### config.mk
export PLATFORM = sky130hd
export DESIGN_NAME = lffa_ctrl
export DESIGN_NICKNAME = d
export VERILOG_FILES = /design/src/hw/rtl/lffa_pkg.sv /design/src/hw/rtl/lffa_ctrl.sv
export SDC_FILE = /design/constraint.sdc
export NUM_CORES = 1
export LEC_CHECK = 0
export BUFFER_PORTS_ARGS = -buffer_cell sky130_fd_sc_hd__buf_2
export CAP_MARGIN = 20
export CELL_PAD_IN_SITES_DETAIL_PLACEMENT = 0
export CELL_PAD_IN_SITES_GLOBAL_PLACEMENT = 2
export CORE_AREA = 2 2 39 41
export DETAILED_ROUTE_END_ITERATION = 8
export DIE_AREA = 0 0 41 43
export GPL_ROUTABILITY_DRIVEN = 1
export PLACE_DENSITY = 0.57
export REMOVE_ABC_BUFFERS = 1
export SYNTH_ARGS = -nofsm -noshare
export SYNTH_HDL_FRONTEND = slang
export SYNTH_SLANG_ARGS = --single-unit
### constraint.sdc
create_clock -name clk_i -period 2.35 [get_ports clk_i]
set_input_delay 0.3525 -clock clk_i [delete_from_list [all_inputs] [get_ports clk_i]]
set_output_delay 0.3525 -clock clk_i [all_outputs]
set_load 0.02 [all_outputs]
### src/hw/rtl/lffa_pkg.sv
// Shared types and constants for the lifetime-aware first-fit allocator.
package lffa_pkg;

  localparam int unsigned MaxBlocks = 256;
  localparam int unsigned IdxW      = $clog2(MaxBlocks);
  localparam int unsigned CntW      = IdxW + 1;
  localparam int unsigned TimeW     = 16;
  localparam int unsigned OffW      = 40;
  localparam int unsigned FootW     = OffW + 1;
  localparam int unsigned SizeW     = 32;

  localparam logic [FootW-1:0] OffSpan = FootW'(1) << OffW;

  localparam logic [1:0] StatusPlaced = 2'd0;
  localparam logic [1:0] StatusFull   = 2'd1;
  localparam logic [1:0] StatusLimit  = 2'd2;

  typedef enum logic [2:0] {
    ST_IDLE,
    ST_START,
    ST_READ,
    ST_CHECK,
    ST_FINISH
  } lffa_state_e;

  // Commands from the controller to the datapath.
  typedef struct packed {
    logic load;
    logic rd;
    logic check;
    logic commit;
  } lffa_cmd_t;

  // Status from the datapath to the controller.
  typedef struct packed {
    logic full;
    logic empty;
    logic last;
    logic again;
    logic out_busy;
  } lffa_stat_t;

  // One placed buffer in the table.
  typedef struct packed {
    logic [TimeW-1:0] alloc_t;
    logic [TimeW-1:0] free_t;
    logic [OffW-1:0]  low;
    logic [OffW-1:0]  high;
  } lffa_entry_t;

endpackage

### src/hw/rtl/lffa_ctrl.sv
// Sequencer for the allocator: accept, table scan passes, result commit.
module lffa_ctrl (
  input  logic               clk_i,
  input  logic               rst_ni,
  input  logic               in_valid_i,
  output logic               in_stall_o,
  input  lffa_pkg::lffa_stat_t stat_i,
  output lffa_pkg::lffa_cmd_t  cmd_o
);
  import lffa_pkg::*;

  lffa_state_e state_q, state_d;

  always_ff @(posedge clk_i or negedge rst_ni) begin
    if (!rst_ni) begin
      state_q <= ST_IDLE;
    end else begin
      state_q <= state_d;
    end
  end

  always_comb begin
    state_d = state_q;
    case (state_q)
      ST_IDLE: begin
        if (in_valid_i) state_d = ST_START;
      end
      ST_START: begin
        state_d = (stat_i.full || stat_i.empty) ? ST_FINISH : ST_READ;
      end
      ST_READ: begin
        state_d = ST_CHECK;
      end
      ST_CHECK: begin
        // At the end of a pass, rescan only if the candidate moved.
        if (stat_i.last && !stat_i.again) begin
          state_d = ST_FINISH;
        end else begin
          state_d = ST_READ;
        end
      end
      ST_FINISH: begin
        if (!stat_i.out_busy) state_d = ST_IDLE;
      end
      default: begin
        state_d = ST_IDLE;
      end
    endcase
  end

  always_comb begin
    cmd_o      = '0;
    in_stall_o = 1'b1;
    case (state_q)
      ST_IDLE: begin
        in_stall_o = 1'b0;
        cmd_o.load = in_valid_i;
      end
      ST_READ: begin
        cmd_o.rd = 1'b1;
      end
      ST_CHECK: begin
        cmd_o.check = 1'b1;
      end
      ST_FINISH: begin
        cmd_o.commit = !stat_i.out_busy;
      end
      default: begin
        cmd_o = '0;
      end
    endcase
  end

endmodule

# Word level (Yosys, flattened, before mapping)
# Cells that the tools add are included.
dict set report classes {
  n_eq_ne 6
  mux 10
  n_reduce_logical 6
}
# cell count
set ops {}
lappend ops {{case mux 3 bit (5 select lines)} 1}
lappend ops {{two-way mux 3 bit} 4}
lappend ops {{== test 3 x 2 -> 1 bit (second input constant)} 2}
lappend ops {{two-way mux 1 bit} 5}
lappend ops {{inequality test 2 bit (second input constant)} 2}
lappend ops {{== test 3 x 1 -> 1 bit (second input constant)} 1}
lappend ops {{== test 3 bit (second input constant)} 1}
lappend ops {{logical NOT 3 bit} 1}
lappend ops {{logical NOT 1 bit} 2}
lappend ops {{AND reduction 2 bit} 1}
lappend ops {{logical AND 1 bit} 1}
lappend ops {{logical OR 1 bit} 1}
dict set report totals {
  elab_cells 23
  output_inout_bits 5
  register_bits 3
}

# Logic depth before layout (Yosys ltp)
dict set report depth {
  ltp_word 4
  ltp_mapped 4
  mapped_depth_nobuf 3
}

# Worst setup path before layout
# No wires, ideal clock.
dict set report synth_timing {
  path_type {flip-flop to output port}
  startpoint {register state_q[2]}
  endpoint {output cmd_o[3] (netlist name)}
  stages_incl_launch_ff 3
  required_time_ns 1.997
  slack_ns 0.930
  arrival_ns 1.068
  cell_sequence {dfrtp_1 or3_4 nor2_2}
}
# element line_no
set synth_rtl {}
lappend synth_rtl {{from (decl)} lffa_ctrl.sv:12} ;# lffa_state_e state_q, state_d;
lappend synth_rtl {{from (signal assigned)} lffa_ctrl.sv:18} ;# state_q <= state_d;
lappend synth_rtl {{to (decl)} lffa_ctrl.sv:8} ;# output lffa_pkg::lffa_cmd_t cmd_o

==> flow_summary_export.csv <==
group,metric,value,unit
status,status,"finished, final reports clean",
critical_path,required,2.00,ns
cells_and_area,fin_cells,56,
critical_path,worstSetupEndpointType,"primary output",
sta,drv_slew,0,
logic_synthesis,ys_warn_count,0,
critical_path,rr_endpoint,"state_q[2]",
cells_and_area,regMostFlops,"state_q",
hold_path,worstHoldStart,"in_valid_i",
placement,routabilityCongestion,0.586,
critical_path,reg2reg_slack,1.31,ns
power,leakage,0.156,nW
power,pwr-share-seq,31.2,%
placement,port_buffers,12,
critical_path,cp.arrival,1.30,ns
power,p_int,227,µW
global_route,antenna_found_initial,0,
sta,fin_ws,0.696,ns
logic_synthesis,syn_area_per_cell,8.39,µm²
placement,dp_slack,0.932,ns
cells_and_area,seq_area,75.1,µm²
logic_synthesis,ys_types,15,
cts,htreeDepth,1,
cts,path_clk_slew,0.04,ns
critical_path,crit_end,"cmd_o[3]",
placement,dpl_cell_area,270,µm²
power,p_sw_share,42.4,%
sta,hold_viol_final,0,
global_route,grt_pass1_wl,690,µm
floorplan,die_h,43,µm
floorplan,io_pins,13,
floorplan,num_rows,14,
logic_synthesis,yosys-top-cells-count,"nor2_1 (5), dfrtp_1 (3), a21oi_1 (2), nand2_1 (2), nor3_1 (2)",
cts,numCtsBuffers,3,
logic_synthesis,netlist_instances,24,
power,power_switching,167,µW
sta,max_freq,605,MHz
route,wl,431,µm
sta,worst_hold_slack,0.395,ns
cts,cts_root_buffer,"clkbuf_4",
critical_path,crit_fanout,7,
cells_and_area,multi_input_comb_area,111,µm²
sta,worstMarginPinSlew,0.262,ns
sta,final.period_utilization,70.4,%
global_route,grt_max_degree,10,
cts,cts_resized,0,
logic_synthesis,yosysMostFrequentCell,"nor2_1",
floorplan,die_w,41,µm
hold_path,hold_path.class,"input port to register",
cells_and_area,fin_util,22.2,%
logic_synthesis,synth_edf_count,0,
sta,fin_crit,1.65,ns
cells_and_area,drive_above_1_share,47.5,%
sta,maxSlewHeadroom,82.5,%
route,drc,0,
cells_and_area,fin_nets,49,
route,first_pass_iters,4,
cts,cts.sinks,3,
logic_synthesis,ys_ff_latch,3,
power,power_frac_comb,46.1,%
critical_path,worstSetupStartpoint,"state_q[2]",
route,wl_per_cell,7.70,µm
sta,grt_setup_unrepaired,"false",
global_route,met2_usage,7.50,%
floorplan,die_area,0.00176,mm²
cells_and_area,largest_registers,"state_q: 3 flops",
global_route,grt_usage,6.93,%
cts,cts_tree,"done",
sta,finalSetupViolCount,0,
logic_synthesis,yosysTopAreaCellShare,37.3,%
global_route,grt_use_met3,3.14,%
global_route,use_met1,6.75,%
route,via_count,210,
logic_synthesis,synth_area_leader_cell,"dfrtp_1",
global_route,grt_pass1_vias,189,
cells_and_area,diodes,0,
placement,place_inst,51,
cells_and_area,largest_reg_flops,3,
power,ir_drop,0.000254,V
cts,post_cts_buffers,0,
critical_path,cp-start-kind,"register",
global_route,gr-total-overflow,0,
logic_synthesis,syn-cell-area,201,µm²
cells_and_area,final_area,307,µm²
logic_synthesis,ys_top_cells_by_area,"dfrtp_1 (37%), nor2_1 (9.3%), a32o_2 (5.6%), buf_6 (5.6%), or3_4 (5.6%)",
floorplan,start_util,14.6,%
logic_synthesis,async_flop_share,100,%
cts,clockBufferDepth,2,
cells_and_area,n_fill_cell,167,
sta,finClkSkew,0.000609,ns
cells_and_area,layout-area-overhead-vs-synth,52.2,%
power,p_clk_share,22.7,%
critical_path,r2r_start,"state_q[1]",
route,detail_route.iter0.violations,5,
floorplan,core,0.00138,mm²
route,postRouteAntennaNets,0,
global_route,busiest_layer,"met4",
cts,clock_latency,0.23,ns
power,power.density,1280,mW/mm²
power,power.total,394,µW
logic_synthesis,synth-main-ff-cell,"dfrtp_1",
critical_path,path_class,"register to primary output",
logic_synthesis,yosysSeqAreaShare,37.3,%
flow_run,max-cap-violations,0,
route,via_per_inst,3.75,
sta,setup_tns,0,ns
critical_path,reg2reg_depth,3,
-- cells by family (layout without fill, tap and decap cells) --
logic type      after synthesis  in the layout  synth area share (%)
compound gates                3              3                  10.6
buf+inv                       2             18                  7.45
flops                         3              3                  37.3
simple gates                 16             16                  44.7
-- power by group through the flow --
stage / sequential (mW) / combinational, mW / clock (mW)
floorplan: 0.112 / 0.138 / 0
global placement: 0.124 / 0.186 / 0
detailed placement: 0.124 / 0.183 / 0
CTS: 0.124 / 0.185 / 0.0952
global route: 0.132 / 0.200 / 0.0987
finish: 0.123 / 0.181 / 0.0896
-- critical path, cell delays in order, from the launching register on --
cell	delay, ns
dfrtp_1	0.43
or3_4	0.41
nor2_2	0.07
buf_2	0.16
-- layer usage --
layer	share of wire [%]	routed length [µm]
met2	48	205
met1	40	172
met4	0	0
met3	12	53
met5	0	0
-- placed cells by master, fill, tap and decap left out --
| cell | n |
|---|---|
| nor2_1 | 5 |
| nand2_1 | 2 |
| and2_1 | 1 |
| nor2b_1 | 1 |
| nor3_2 | 1 |
| nor2_2 | 1 |
| inv_1 | 1 |
| a21oi_1 | 2 |
| nand2b_1 | 1 |
| nor3b_1 | 1 |
| clkbuf_1 | 1 |
| clkbuf_4 | 3 |
| or3_4 | 1 |
| buf_2 | 12 |
| nor3_1 | 2 |
| dlygate4sd3_1 | 1 |
| a32o_2 | 1 |
| dfrtp_1 | 3 |
-- timing repair --
action / in CTS / in global routing
hold buffers: 1 / 0
hold endpoints to repair: 3 / 0
endpoints found under the setup margin: 0 / 0
-- layout make-up --
class,instances,share of cell area [%]
tap,16,6.53
clock buffer,4,8.57
multi-input combinational,19,36.3
sequential,3,24.5
inverter,1,1.22
timing repair buffer,13,22.9
-- how the worst min path moves through the flow --
stage | endpoint | cells past startpoint | slack, ns
after floorplan | state_q[0] | 0 | 0.06
after global placement | state_q[0] | 1 | 0.15
after detailed placement | state_q[0] | 1 | 0.15
after CTS | state_q[0] | 3 | 0.39
after global routing | state_q[0] | 3 | 0.40
final | state_q[0] | 3 | 0.40
Note: power is estimated with default switching activity, not from simulation.
